### src/sv/rpn_pkg.sv
// rpn calculator shared types, codes and field widths
`default_nettype none

package rpn_pkg;

  localparam int CMD_W    = 3;
  localparam int DATA_W   = 32;
  localparam int STATUS_W = 3;
  localparam int DEPTH_W  = 7;
  localparam int DIV_STEPS = DATA_W;
  localparam int DIV_CNT_W = $clog2(DIV_STEPS);

  // token kinds; codes above divide behave as multiply
  typedef enum logic [CMD_W-1:0] {
    CMD_PUSH = 3'd0,
    CMD_ADD  = 3'd1,
    CMD_SUB  = 3'd2,
    CMD_MUL  = 3'd3,
    CMD_DIV  = 3'd4
  } cmd_t;

  // per-token status codes
  typedef enum logic [STATUS_W-1:0] {
    ST_OK   = 3'd0,
    ST_FEW  = 3'd1,
    ST_DIVZ = 3'd2,
    ST_FULL = 3'd3,
    ST_HALT = 3'd4
  } status_t;

endpackage

`default_nettype wire

### src/sv/rpn_in_if.sv
// token channel: valid/ready handshake with command and value payload
`default_nettype none

interface rpn_in_if;
  logic                              valid;
  logic                              ready;
  logic [rpn_pkg::CMD_W-1:0]         cmd;
  logic signed [rpn_pkg::DATA_W-1:0] value;

  modport source (output valid, output cmd, output value, input ready);
  modport sink   (input valid, input cmd, input value, output ready);
endinterface

`default_nettype wire

### src/sv/rpn_out_if.sv
// result channel: valid/ready handshake with status, top, depth and answer flag
`default_nettype none

interface rpn_out_if;
  logic                                valid;
  logic                                ready;
  logic [rpn_pkg::STATUS_W-1:0]        status;
  logic signed [rpn_pkg::DATA_W-1:0]   top_value;
  logic [rpn_pkg::DEPTH_W-1:0]         depth;
  logic                                answer_ready;

  modport source (output valid, output status, output top_value, output depth,
                  output answer_ready, input ready);
  modport sink   (input valid, input status, input top_value, input depth,
                  input answer_ready, output ready);
endinterface

`default_nettype wire

### src/sv/rpn_ram.sv
// generic single-write single-read ram with registered read data
`default_nettype none

module rpn_ram #(
  parameter int WIDTH = 32,
  parameter int DEPTH = 64
) (
  input  wire                      clk,
  input  wire                      we,
  input  wire [$clog2(DEPTH)-1:0]  waddr,
  input  wire [WIDTH-1:0]          wdata,
  input  wire [$clog2(DEPTH)-1:0]  raddr,
  output logic [WIDTH-1:0]         rdata
);

  logic [WIDTH-1:0] mem [DEPTH];

  // write port and registered read port
  always_ff @(posedge clk) begin
    if (we) begin
      mem[waddr] <= wdata;
    end
    rdata <= mem[raddr];
  end

endmodule

`default_nettype wire

### src/sv/rpn_stack_calculator_unit.sv
// rpn stack calculator: operand stack in ram, cached top, serial divider
// push writes and finishes; add/sub/mul read the entry under the top, write back;
// divide by zero reads, reloads the new top if entries remain; divide reads, runs
// 32 restoring steps, writes back; in ready only while the sequencer is idle,
// and a finished result waits in the output register until taken
// reset (synchronous, active low) clears depth, halt flag, sequencer and out valid;
// stack ram is not cleared, an entry is only read after it was written
`default_nettype none

module rpn_stack_calculator_unit #(
  parameter int STACK_DEPTH = 64
) (
  input  wire         clk,
  input  wire         rst_n,
  rpn_in_if.sink      in_ch,
  rpn_out_if.source   out_ch
);

  localparam int AW  = $clog2(STACK_DEPTH);
  localparam int SPW = $clog2(STACK_DEPTH + 1);
  localparam int DW  = rpn_pkg::DATA_W;
  localparam int CW  = rpn_pkg::DIV_CNT_W;

  typedef enum logic [2:0] {
    S_IDLE,
    S_READ,
    S_DIVIDE,
    S_DIV_DONE,
    S_RELOAD,
    S_FINISH
  } state_t;

  state_t                      state_r, state_nxt;
  logic [SPW-1:0]              sp_r, sp_nxt;
  logic                        halted_r, halted_nxt;
  logic [DW-1:0]               top_r, top_nxt;
  logic [rpn_pkg::CMD_W-1:0]   cmd_r, cmd_nxt;
  rpn_pkg::status_t            status_r, status_nxt;
  logic [DW-1:0]               rem_r, rem_nxt;
  logic [DW-1:0]               quo_r, quo_nxt;
  logic [DW-1:0]               den_r, den_nxt;
  logic                        neg_r, neg_nxt;
  logic [CW-1:0]               cnt_r, cnt_nxt;

  logic                        out_valid_r, out_valid_nxt;
  rpn_pkg::status_t            out_status_r, out_status_nxt;
  logic [DW-1:0]               out_top_r, out_top_nxt;
  logic [rpn_pkg::DEPTH_W-1:0] out_depth_r, out_depth_nxt;
  logic                        out_answer_r, out_answer_nxt;

  logic                        ram_we;
  logic [AW-1:0]               ram_waddr, ram_raddr;
  logic [DW-1:0]               ram_wdata, ram_rdata;

  logic                        in_accept;
  logic [SPW-1:0]              sp_m1, sp_m2, sp_m3;
  logic [DW-1:0]               earlier, later, prod, quot;
  logic [DW:0]                 trial;
  logic [SPW+rpn_pkg::DEPTH_W-1:0] sp_ext;

  rpn_ram #(.WIDTH(DW), .DEPTH(STACK_DEPTH)) u_ram (
    .clk   (clk),
    .we    (ram_we),
    .waddr (ram_waddr),
    .wdata (ram_wdata),
    .raddr (ram_raddr),
    .rdata (ram_rdata)
  );

  assign in_ch.ready        = (state_r == S_IDLE);
  assign in_accept          = in_ch.valid && in_ch.ready;
  assign out_ch.valid       = out_valid_r;
  assign out_ch.status      = out_status_r;
  assign out_ch.top_value   = $signed(out_top_r);
  assign out_ch.depth       = out_depth_r;
  assign out_ch.answer_ready = out_answer_r;

  // stack pointer offsets and operands
  assign sp_m1   = sp_r - SPW'(1);
  assign sp_m2   = sp_r - SPW'(2);
  assign sp_m3   = sp_r - SPW'(3);
  assign earlier = ram_rdata;
  assign later   = top_r;
  assign prod    = earlier * later;
  assign quot    = neg_r ? (DW'(0) - quo_r) : quo_r;
  assign sp_ext  = {{rpn_pkg::DEPTH_W{1'b0}}, sp_r};

  // restoring divider step: shift in next numerator bit, try subtract
  assign trial = {rem_r, quo_r[DW-1]} - {1'b0, den_r};

  // sequencer next state and datapath
  always_comb begin
    state_nxt      = state_r;
    sp_nxt         = sp_r;
    halted_nxt     = halted_r;
    top_nxt        = top_r;
    cmd_nxt        = cmd_r;
    status_nxt     = status_r;
    rem_nxt        = rem_r;
    quo_nxt        = quo_r;
    den_nxt        = den_r;
    neg_nxt        = neg_r;
    cnt_nxt        = cnt_r;
    out_valid_nxt  = out_valid_r && !out_ch.ready;
    out_status_nxt = out_status_r;
    out_top_nxt    = out_top_r;
    out_depth_nxt  = out_depth_r;
    out_answer_nxt = out_answer_r;
    ram_we         = 1'b0;
    ram_waddr      = sp_m2[AW-1:0];
    ram_wdata      = quot;
    ram_raddr      = sp_m2[AW-1:0];

    case (state_r)
      S_IDLE: begin
        if (in_accept) begin
          cmd_nxt    = in_ch.cmd;
          status_nxt = rpn_pkg::ST_OK;
          state_nxt  = S_FINISH;
          if (halted_r) begin
            status_nxt = rpn_pkg::ST_HALT;
          end else if (in_ch.cmd == rpn_pkg::CMD_PUSH) begin
            if (sp_r == SPW'(STACK_DEPTH)) begin
              status_nxt = rpn_pkg::ST_FULL;
              halted_nxt = 1'b1;
            end else begin
              ram_we    = 1'b1;
              ram_waddr = sp_r[AW-1:0];
              ram_wdata = in_ch.value;
              top_nxt   = in_ch.value;
              sp_nxt    = sp_r + SPW'(1);
            end
          end else if (sp_r < SPW'(2)) begin
            status_nxt = rpn_pkg::ST_FEW;
            halted_nxt = 1'b1;
          end else begin
            // fetch the entry under the cached top
            state_nxt = S_READ;
          end
        end
      end

      S_READ: begin
        state_nxt = S_FINISH;
        case (cmd_r)
          rpn_pkg::CMD_ADD: begin
            ram_we    = 1'b1;
            ram_wdata = earlier + later;
            top_nxt   = earlier + later;
            sp_nxt    = sp_m1;
          end
          rpn_pkg::CMD_SUB: begin
            ram_we    = 1'b1;
            ram_wdata = earlier - later;
            top_nxt   = earlier - later;
            sp_nxt    = sp_m1;
          end
          rpn_pkg::CMD_DIV: begin
            if (later == DW'(0)) begin
              status_nxt = rpn_pkg::ST_DIVZ;
              halted_nxt = 1'b1;
              sp_nxt     = sp_m2;
              if (sp_m2 != SPW'(0)) begin
                ram_raddr = sp_m3[AW-1:0];
                state_nxt = S_RELOAD;
              end else begin
                top_nxt = DW'(0);
              end
            end else begin
              // load magnitudes into the divider
              quo_nxt   = earlier[DW-1] ? (DW'(0) - earlier) : earlier;
              den_nxt   = later[DW-1] ? (DW'(0) - later) : later;
              neg_nxt   = earlier[DW-1] ^ later[DW-1];
              rem_nxt   = DW'(0);
              cnt_nxt   = CW'(0);
              state_nxt = S_DIVIDE;
            end
          end
          default: begin
            ram_we    = 1'b1;
            ram_wdata = prod;
            top_nxt   = prod;
            sp_nxt    = sp_m1;
          end
        endcase
      end

      S_DIVIDE: begin
        if (!trial[DW]) begin
          rem_nxt = trial[DW-1:0];
        end else begin
          rem_nxt = {rem_r[DW-2:0], quo_r[DW-1]};
        end
        quo_nxt = {quo_r[DW-2:0], !trial[DW]};
        cnt_nxt = cnt_r + CW'(1);
        if (cnt_r == CW'(rpn_pkg::DIV_STEPS - 1)) begin
          state_nxt = S_DIV_DONE;
        end
      end

      S_DIV_DONE: begin
        ram_we    = 1'b1;
        ram_wdata = quot;
        top_nxt   = quot;
        sp_nxt    = sp_m1;
        state_nxt = S_FINISH;
      end

      S_RELOAD: begin
        top_nxt   = ram_rdata;
        state_nxt = S_FINISH;
      end

      S_FINISH: begin
        // hand the beat over once the output register is free
        if (!out_valid_r || out_ch.ready) begin
          out_valid_nxt  = 1'b1;
          out_status_nxt = status_r;
          out_top_nxt    = (sp_r == SPW'(0)) ? DW'(0) : top_r;
          out_depth_nxt  = sp_ext[rpn_pkg::DEPTH_W-1:0];
          out_answer_nxt = (status_r == rpn_pkg::ST_OK) && (sp_r == SPW'(1));
          state_nxt      = S_IDLE;
        end
      end

      default: begin
        state_nxt = S_IDLE;
      end
    endcase
  end

  // state and registered outputs
  always_ff @(posedge clk) begin
    if (!rst_n) begin
      state_r     <= S_IDLE;
      sp_r        <= '0;
      halted_r    <= 1'b0;
      out_valid_r <= 1'b0;
    end else begin
      state_r     <= state_nxt;
      sp_r        <= sp_nxt;
      halted_r    <= halted_nxt;
      out_valid_r <= out_valid_nxt;
    end
    top_r        <= top_nxt;
    cmd_r        <= cmd_nxt;
    status_r     <= status_nxt;
    rem_r        <= rem_nxt;
    quo_r        <= quo_nxt;
    den_r        <= den_nxt;
    neg_r        <= neg_nxt;
    cnt_r        <= cnt_nxt;
    out_status_r <= out_status_nxt;
    out_top_r    <= out_top_nxt;
    out_depth_r  <= out_depth_nxt;
    out_answer_r <= out_answer_nxt;
  end

endmodule

`default_nettype wire

### src/flat_wrapper.sv
// flat-port wrapper written by rule: the top's interface ports become plain ports
module rpn_stack_calculator_unit_flat 
#(
  parameter int STACK_DEPTH = 64
)
  (clk, rst_n, in_ch_valid, in_ch_cmd, in_ch_value, in_ch_ready, out_ch_valid, out_ch_status, out_ch_top_value, out_ch_depth, out_ch_answer_ready, out_ch_ready);
  rpn_in_if in_ch_i ();
  rpn_out_if out_ch_i ();
  input  wire clk;
  input  wire rst_n;
  input wire logic [$bits(in_ch_i.valid)-1:0] in_ch_valid;
  input wire logic [$bits(in_ch_i.cmd)-1:0] in_ch_cmd;
  input wire logic [$bits(in_ch_i.value)-1:0] in_ch_value;
  output wire logic [$bits(in_ch_i.ready)-1:0] in_ch_ready;
  output wire logic [$bits(out_ch_i.valid)-1:0] out_ch_valid;
  output wire logic [$bits(out_ch_i.status)-1:0] out_ch_status;
  output wire logic [$bits(out_ch_i.top_value)-1:0] out_ch_top_value;
  output wire logic [$bits(out_ch_i.depth)-1:0] out_ch_depth;
  output wire logic [$bits(out_ch_i.answer_ready)-1:0] out_ch_answer_ready;
  input wire logic [$bits(out_ch_i.ready)-1:0] out_ch_ready;
  assign in_ch_i.valid = in_ch_valid;
  assign in_ch_i.cmd = in_ch_cmd;
  assign in_ch_i.value = in_ch_value;
  assign in_ch_ready = in_ch_i.ready;
  assign out_ch_valid = out_ch_i.valid;
  assign out_ch_status = out_ch_i.status;
  assign out_ch_top_value = out_ch_i.top_value;
  assign out_ch_depth = out_ch_i.depth;
  assign out_ch_answer_ready = out_ch_i.answer_ready;
  assign out_ch_i.ready = out_ch_ready;
  rpn_stack_calculator_unit #(.STACK_DEPTH(STACK_DEPTH)) u_core (.clk(clk), .rst_n(rst_n), .in_ch(in_ch_i), .out_ch(out_ch_i));
endmodule
### config.mk
export PLATFORM = sky130hd
export DESIGN_NAME = rpn_stack_calculator_unit_flat
export DESIGN_NICKNAME = d
export VERILOG_FILES = /design/src/sv/rpn_pkg.sv /design/src/sv/rpn_in_if.sv /design/src/sv/rpn_out_if.sv /design/src/sv/rpn_ram.sv /design/src/sv/rpn_stack_calculator_unit.sv /design/src/flat_wrapper.sv
export SDC_FILE = /design/constraint.sdc
export NUM_CORES = 2
export LEC_CHECK = 0
export BUFFER_PORTS_ARGS = -buffer_cell sky130_fd_sc_hd__buf_4
export CAP_MARGIN = 20
export CORE_MARGIN = 3
export CORE_UTILIZATION = 60
export DETAILED_ROUTE_END_ITERATION = 12
export PLACE_DENSITY_LB_ADDON = 0.25
export SYNTH_ARGS = -nofsm -noshare
export SYNTH_HDL_FRONTEND = slang
export SYNTH_SLANG_ARGS = --single-unit
### constraint.sdc
create_clock -name clk -period 9.95 [get_ports clk]
set_clock_uncertainty 0.05 [all_clocks]
set_input_delay 1.99 -clock clk [delete_from_list [all_inputs] [get_ports clk]]
set_output_delay 1.99 -clock clk [all_outputs]
set_load 0.05 [all_outputs]
; Word-level counts from Yosys, hierarchy flattened
; Memories as Yosys holds them, arrays and structs flattened. A register that Yosys moved wholly into a read port is not among the register bits.
; Index checks and enable logic that the tools add are counted.
[totals]
reg_bits = 195
mem_bits_rw = 2048
in_bits = 39
output_inout_bits = 45
word_cells = 160
n_memories = 1
[op_classes]
n_addsub = 11
mul = 1
n_lt_le_gt_ge = 1
n_eq_ne = 22
n_mux = 79
bitwise = 2
reduce_logical = 26
[mem_list]
columns = name, depth, word_bits, read_ports, rd_ports_with_merged_regs, wr, line
row1 = u_core.u_ram.mem, 64, 32, 1, 1, 1, rpn_ram.sv:16  ; logic [WIDTH-1:0] mem [DEPTH];
[ops]
columns = op, n
row1 = 2-to-1 mux 32 bit, 17
row2 = case mux 32 bit (2 select lines), 3
row3 = case mux 32 bit (3 select lines), 2
row4 = case mux 32 bit (4 select lines), 1
row5 = subtractor 1 x 32 -> 32 bit (first input constant), 3
row6 = 2-to-1 mux 6 bit, 9
row7 = 2-to-1 mux 7 bit, 6
row8 = 2-to-1 mux 3 bit, 13
row9 = subtractor 33 x 32 -> 33 bit, 1
row10 = adder 32 bit, 1
row11 = zero test 32 bit, 1
row12 = multiplier 32 x 32 -> 32 bit, 1
row13 = subtractor 32 bit, 1
row14 = 2-to-1 mux 31 bit, 1
row15 = case mux 7 bit (3 select lines), 1
row16 = 2-to-1 mux 1 bit, 18
row17 = case mux 3 bit (5 select lines), 1
row18 = 2-to-1 mux 5 bit, 2
row19 = inequality test 2 bit (second input constant), 5
row20 = case mux 5 bit (2 select lines), 1
row21 = == test 3 x 2 -> 1 bit (second input constant), 3
row22 = == test 3 bit (second input constant), 3
row23 = zero test 3 bit, 3
row24 = AND reduction 3 bit, 3
row25 = 32 further kinds, 42

; Logic depth before layout (Yosys ltp)
[depth]
ltp_word = 8
mapped_depth = 29

; Cells and area by module
; Synthesis repeated with hierarchy kept, for this count alone.
[hier_totals]
hier_cells = 7212
hier_area_um2 = 111060.3
[by_module_without_submodules]
columns = module, n_inst, cells_each, area_per_inst_um2, seq_area_each_um2
row1 = rpn_ram, 1, 3511, 79039.6, 62139.6
row2 = rpn_stack_calculator_unit, 1, 3701, 32020.7, 5735.5

; Worst setup path after synthesis
; No wires, ideal clock.
[synth_timing]
path_type = reg-to-reg
start = reg u_core.u_ram.rdata[16] (read register of u_core.u_ram.mem)
end = mem u_core.u_ram.mem[0][27] (data pin)
setup_ns = 0.702
t_arrival_ns = 8.035
slack_ns = 1.163
stages_incl_launch_ff = 25
path_cell_list = dfxtp_1 > clkbuf_1 > clkbuf_1 > and2_1 > fa_1 > fa_1 > fa_1 > inv_1 > fa_1 > inv_1 > fa_1 > fa_1 > fa_1 > fa_1 > ha_1 > a21oi_1 > o21ai_0 > a21o_1 > a221oi_1 > o21ai_0 > a21o_1 > a21oi_1 > xnor2_1 > o221ai_1 > o21ai_0
[synth_via]
elab_chain_cells = 3
elab_cells_between_ends = 5
[synth_rtl]
columns = item, line
row1 = start: declaration, rpn_ram.sv:13  ; output logic [WIDTH-1:0] rdata
row2 = multiplier 32 x 32 -> 32 bit (tied with other cells), rpn_stack_calculator_unit.sv:84  ; assign prod = earlier * later;
row3 = case mux 32 bit (3 select lines) (*), rpn_stack_calculator_unit.sv:145  ; case (cmd_r)
row4 = case mux 32 bit (2 select lines) (*), rpn_stack_calculator_unit.sv:114  ; case (state_r)
row5 = via u_core.ram_wdata[27], rpn_stack_calculator_unit.sv:53  ; logic [DW-1:0] ram_wdata, ram_rdata;
row6 = end: declaration, rpn_ram.sv:16
; The timed path passes the listed nets; every way through them passes the cells marked *.

; Worst setup path after layout
[layout_timing]
start = reg u_core.top_r[12], in the netlist u_core.later[12]
end = mem u_core.u_ram.mem[36][29] (data pin)
[layout_via]
elab_chain_cells = 3
elab_cells_between_ends = 5
[layout_rtl]
columns = item, line
row1 = start: declaration, rpn_stack_calculator_unit.sv:36  ; logic [DW-1:0] top_r, top_nxt;
row2 = start signal: assignment, rpn_stack_calculator_unit.sv:245  ; top_r <= top_nxt;
row3 = multiplier 32 x 32 -> 32 bit (tied with other cells), rpn_stack_calculator_unit.sv:84
row4 = case mux 32 bit (3 select lines) (*), rpn_stack_calculator_unit.sv:145
row5 = case mux 32 bit (2 select lines) (*), rpn_stack_calculator_unit.sv:114
row6 = via u_core.ram_wdata[29], rpn_stack_calculator_unit.sv:53
; Marks and branches as above.

==> out/metrics.cfg <==
[yosys]
yosys-top-cells-count=edfxtp_1 (2231), nand2_1 (1582), inv_1 (496)
syn_area_mm2=0.1153
synth-seq-area-share_pct=58.89
postSynthAreaPerCell_um2=12.16
syn-num-nets=10156
async_flop_share_pct=0
synth-main-ff-cell=edfxtp_1
synth-seq-cells=2275
synth_top_cell_by_area=edfxtp_1
synth_area_leaders=edfxtp_1 (58%), fa_1 (7.1%), nand2_1 (5.2%), mux2i_1 (3.3%), ha_1 (2.5%)
synth_cell_types=95
yosysWarnings=0
synth_edf_count=2231
synth_top_cell_area_share_pct=58.12
synth.most_common_cell=edfxtp_1
syn_inst=9476

[cts]
cts_root_buf=clkbuf_16
cts_sinks=2275
holdBufCountCts=0
cts_tree=built
htree_levels=4
clkLatencyLatePin_ps=890
post_cts_buffers=0
cts_inserted_buffers=219
post_cts_resized=0
cts_buffer_depth=3
path_clk_slew_ps=60

[worst_setup_path]
crit_slowest_cell=edfxtp_1
start_kind=flip-flop
r2r_setup_slack_ps=860
cp_top_family=adder cells
crit_arrival_ps=9570
r2r_cells=24
crit_type=flip-flop to flip-flop
cp_common_cell=fa_1
crit_fanout=64
cp_cell_sequence=ha_1 -> fa_1 -> inv_1 -> fa_1 -> fa_1 -> fa_1 -> fa_1 -> inv_1 -> fa_1 -> fa_1 -> fa_1 -> ha_1 -> o2111ai_1 -> nor2_1 -> a221oi_1 -> o21ai_0 -> buf_4 -> a211o_1 -> a21oi_1 -> xor2_1 -> nor2_1 -> o41ai_1 -> nand2_2 -> buf_4
rr_endpoint=u_core.u_ram.mem[36][29]$_DFFE_PP_
critPathBufInv=4
cp-end-kind=flip-flop
worstPathRequired_ps=10430
slowest_delay_ps=1120
reg2reg_from=u_core.later[12]$_DFFE_PP_

[final_layout]
multi_input_area_mm2=0.04376
post-route-util_pct=66.79
synthToLayoutAreaGrowth_pct=10.44
layout-drive-gt1-share_pct=9.278
nets=10118
fill_cells=13571
seq_area_mm2=0.06788
final_cells=12148

[sta]
hold_viol_final=0
fin_setup_tns_ps=0
fin_crit_ps=9089
slew_viol_final=0
tightest_slew_ps=1161
fin_crit_sh_pct=91.35
setup_viol=0
fmax_ghz=0.1100
rsz0062_at_grt=no
slew_headroom_pct=22.61

[floorplanning]
die-area_mm2=0.1974
io_pins=84
coreArea_mm2=0.1906
initial_core_util_pct=60.48
die_w_um=444.3
rows=160
fp.dieH_um=444.3

[detailed_routing]
wirelength_mm=375.8
routed_via_density=6.731
wl_per_cell_um=30.94
vias=81774
drc=0
drtPass1Iterations=8
ant_nets=0
dr.first_iter.drc_count=11893

[place]
hpwl_mm=233.3
dp.cells=11721
io_buffers=83
gp_congestion=1.050

[hold_path]
hold_end=u_core.rem_r[29]$_SDFFCE_PN0P_
holdPathStages=2
hp-start=u_core.rem_r[28]$_SDFFCE_PN0P_
hp-class=flip-flop to flip-flop

[global_routing]
grt_pass1_wl_mm=538.3
grtUsageTotal_pct=37.61
grt_overflow=0
grt_antenna_before_repair=22
grt_pass1_vias=79072
grt_max_degree=170

[outcome]
status=completed

[job]
drv_cap=0

==> flip-flops by register name, indices dropped and copies added, names as in the netlist, 3 cells and up <==
| name | count |
|---|---|
| u_core.out_ch.depth | 7 |
| u_core.cnt_r | 5 |
| u_core.rem_r | 32 |
| u_core.status_r | 3 |
| u_core.later | 32 |
| u_core.out_ch.status | 3 |
| u_core.quo_r | 32 |
| u_core.u_ram.rdata | 32 |
| u_core.cmd_r | 3 |
| u_core.u_ram.mem | 2048 |
| u_core.den_r | 32 |
| u_core.out_ch.top_value | 32 |
| u_core.state_r | 3 |
| u_core.sp_r | 7 |
==> per-layer routing <==
metal  vias up  routed length [um]  track usage, %
li1      34437                   -               -
met5         -                  69               0
met4        10               27610           23.12
met3      1138               45500           8.870
met1     40487              135900           49.67
met2      5702              166800           56.88
==> layout make-up <==
type	count	area share, %
tap	2511	2.468
multi-input combinational	6061	34.38
antenna	12	0.02359
clock buffer	281	4.546
clock inverter	127	1.160
sequential	2275	53.33
timing repair buffer	381	2.620
inverter	500	1.474
==> through the flow <==
step	setup slack (ps)	hold WS [ps]	instance area [um^2]
floorplan	1163	352.9	115300
global placement	1098	495.4	119800
detailed placement	933.9	523.3	119900
CTS	879.3	529.0	127100
global route	511.1	562.1	127300
finish	860.8	540.9	127300
==> worst max path at each step <==
stage / start / endpoint / slack (ps) / cells past startpoint
2_1_floorplan: u_core.u_ram.rdata[16]$_DFF_P_ / u_core.u_ram.mem[0][27]$_DFFE_PP_ / 1160 / 24
3_3_place_gp: u_core.later[11]$_DFFE_PP_ / u_core.u_ram.mem[18][29]$_DFFE_PP_ / 1100 / 25
3_5_place_dp: u_core.later[11]$_DFFE_PP_ / u_core.u_ram.mem[18][29]$_DFFE_PP_ / 930 / 25
4_1_cts: u_core.later[11]$_DFFE_PP_ / u_core.u_ram.mem[9][29]$_DFFE_PP_ / 880 / 25
5_1_grt: u_core.later[12]$_DFFE_PP_ / u_core.u_ram.mem[47][29]$_DFFE_PP_ / 510 / 24
6_report: u_core.later[12]$_DFFE_PP_ / u_core.u_ram.mem[36][29]$_DFFE_PP_ / 860 / 24
==> cell usage in the layout, fill, tap and decap left out, drive strengths merged, types with 198 or more instances in the layout <==
cell and n:
clkbuf 281, edfxtp 2231, and2 268, ha 230, o21ai 198, fa 411
inv 507, nand2 1584, nand3 460, buf 381, mux2i 380, nor2 337
a21oi 300
==> worst register-to-register path: stages (launching register included) <==
cell and delay, ps:
edfxtp_1 1120, ha_1 470, fa_1 460, inv_1 80, fa_1 440, fa_1 570
fa_1 450, fa_1 560, inv_1 50, fa_1 480, fa_1 520, fa_1 410
ha_1 350, o2111ai_1 120, nor2_1 80, a221oi_1 280, o21ai_0 170, buf_4 200
a211o_1 260, a21oi_1 220, xor2_1 270, nor2_1 80, o41ai_1 580, nand2_2 110
buf_4 300
==> cells by family after synthesis <==
family                   synth area share, %
flip-flops                             58.89
AO/OA/AOI/OAI                          9.174
XOR/XNOR                               1.823
adder cells (fa/ha/maj)                9.635
buffers and inverters                  3.958
multiplexers                           3.630
AND/OR/NAND/NOR                        12.89
Power is not shown: default switching activity piles up to over one toggle a cycle in this logic, so the estimate is an artifact.
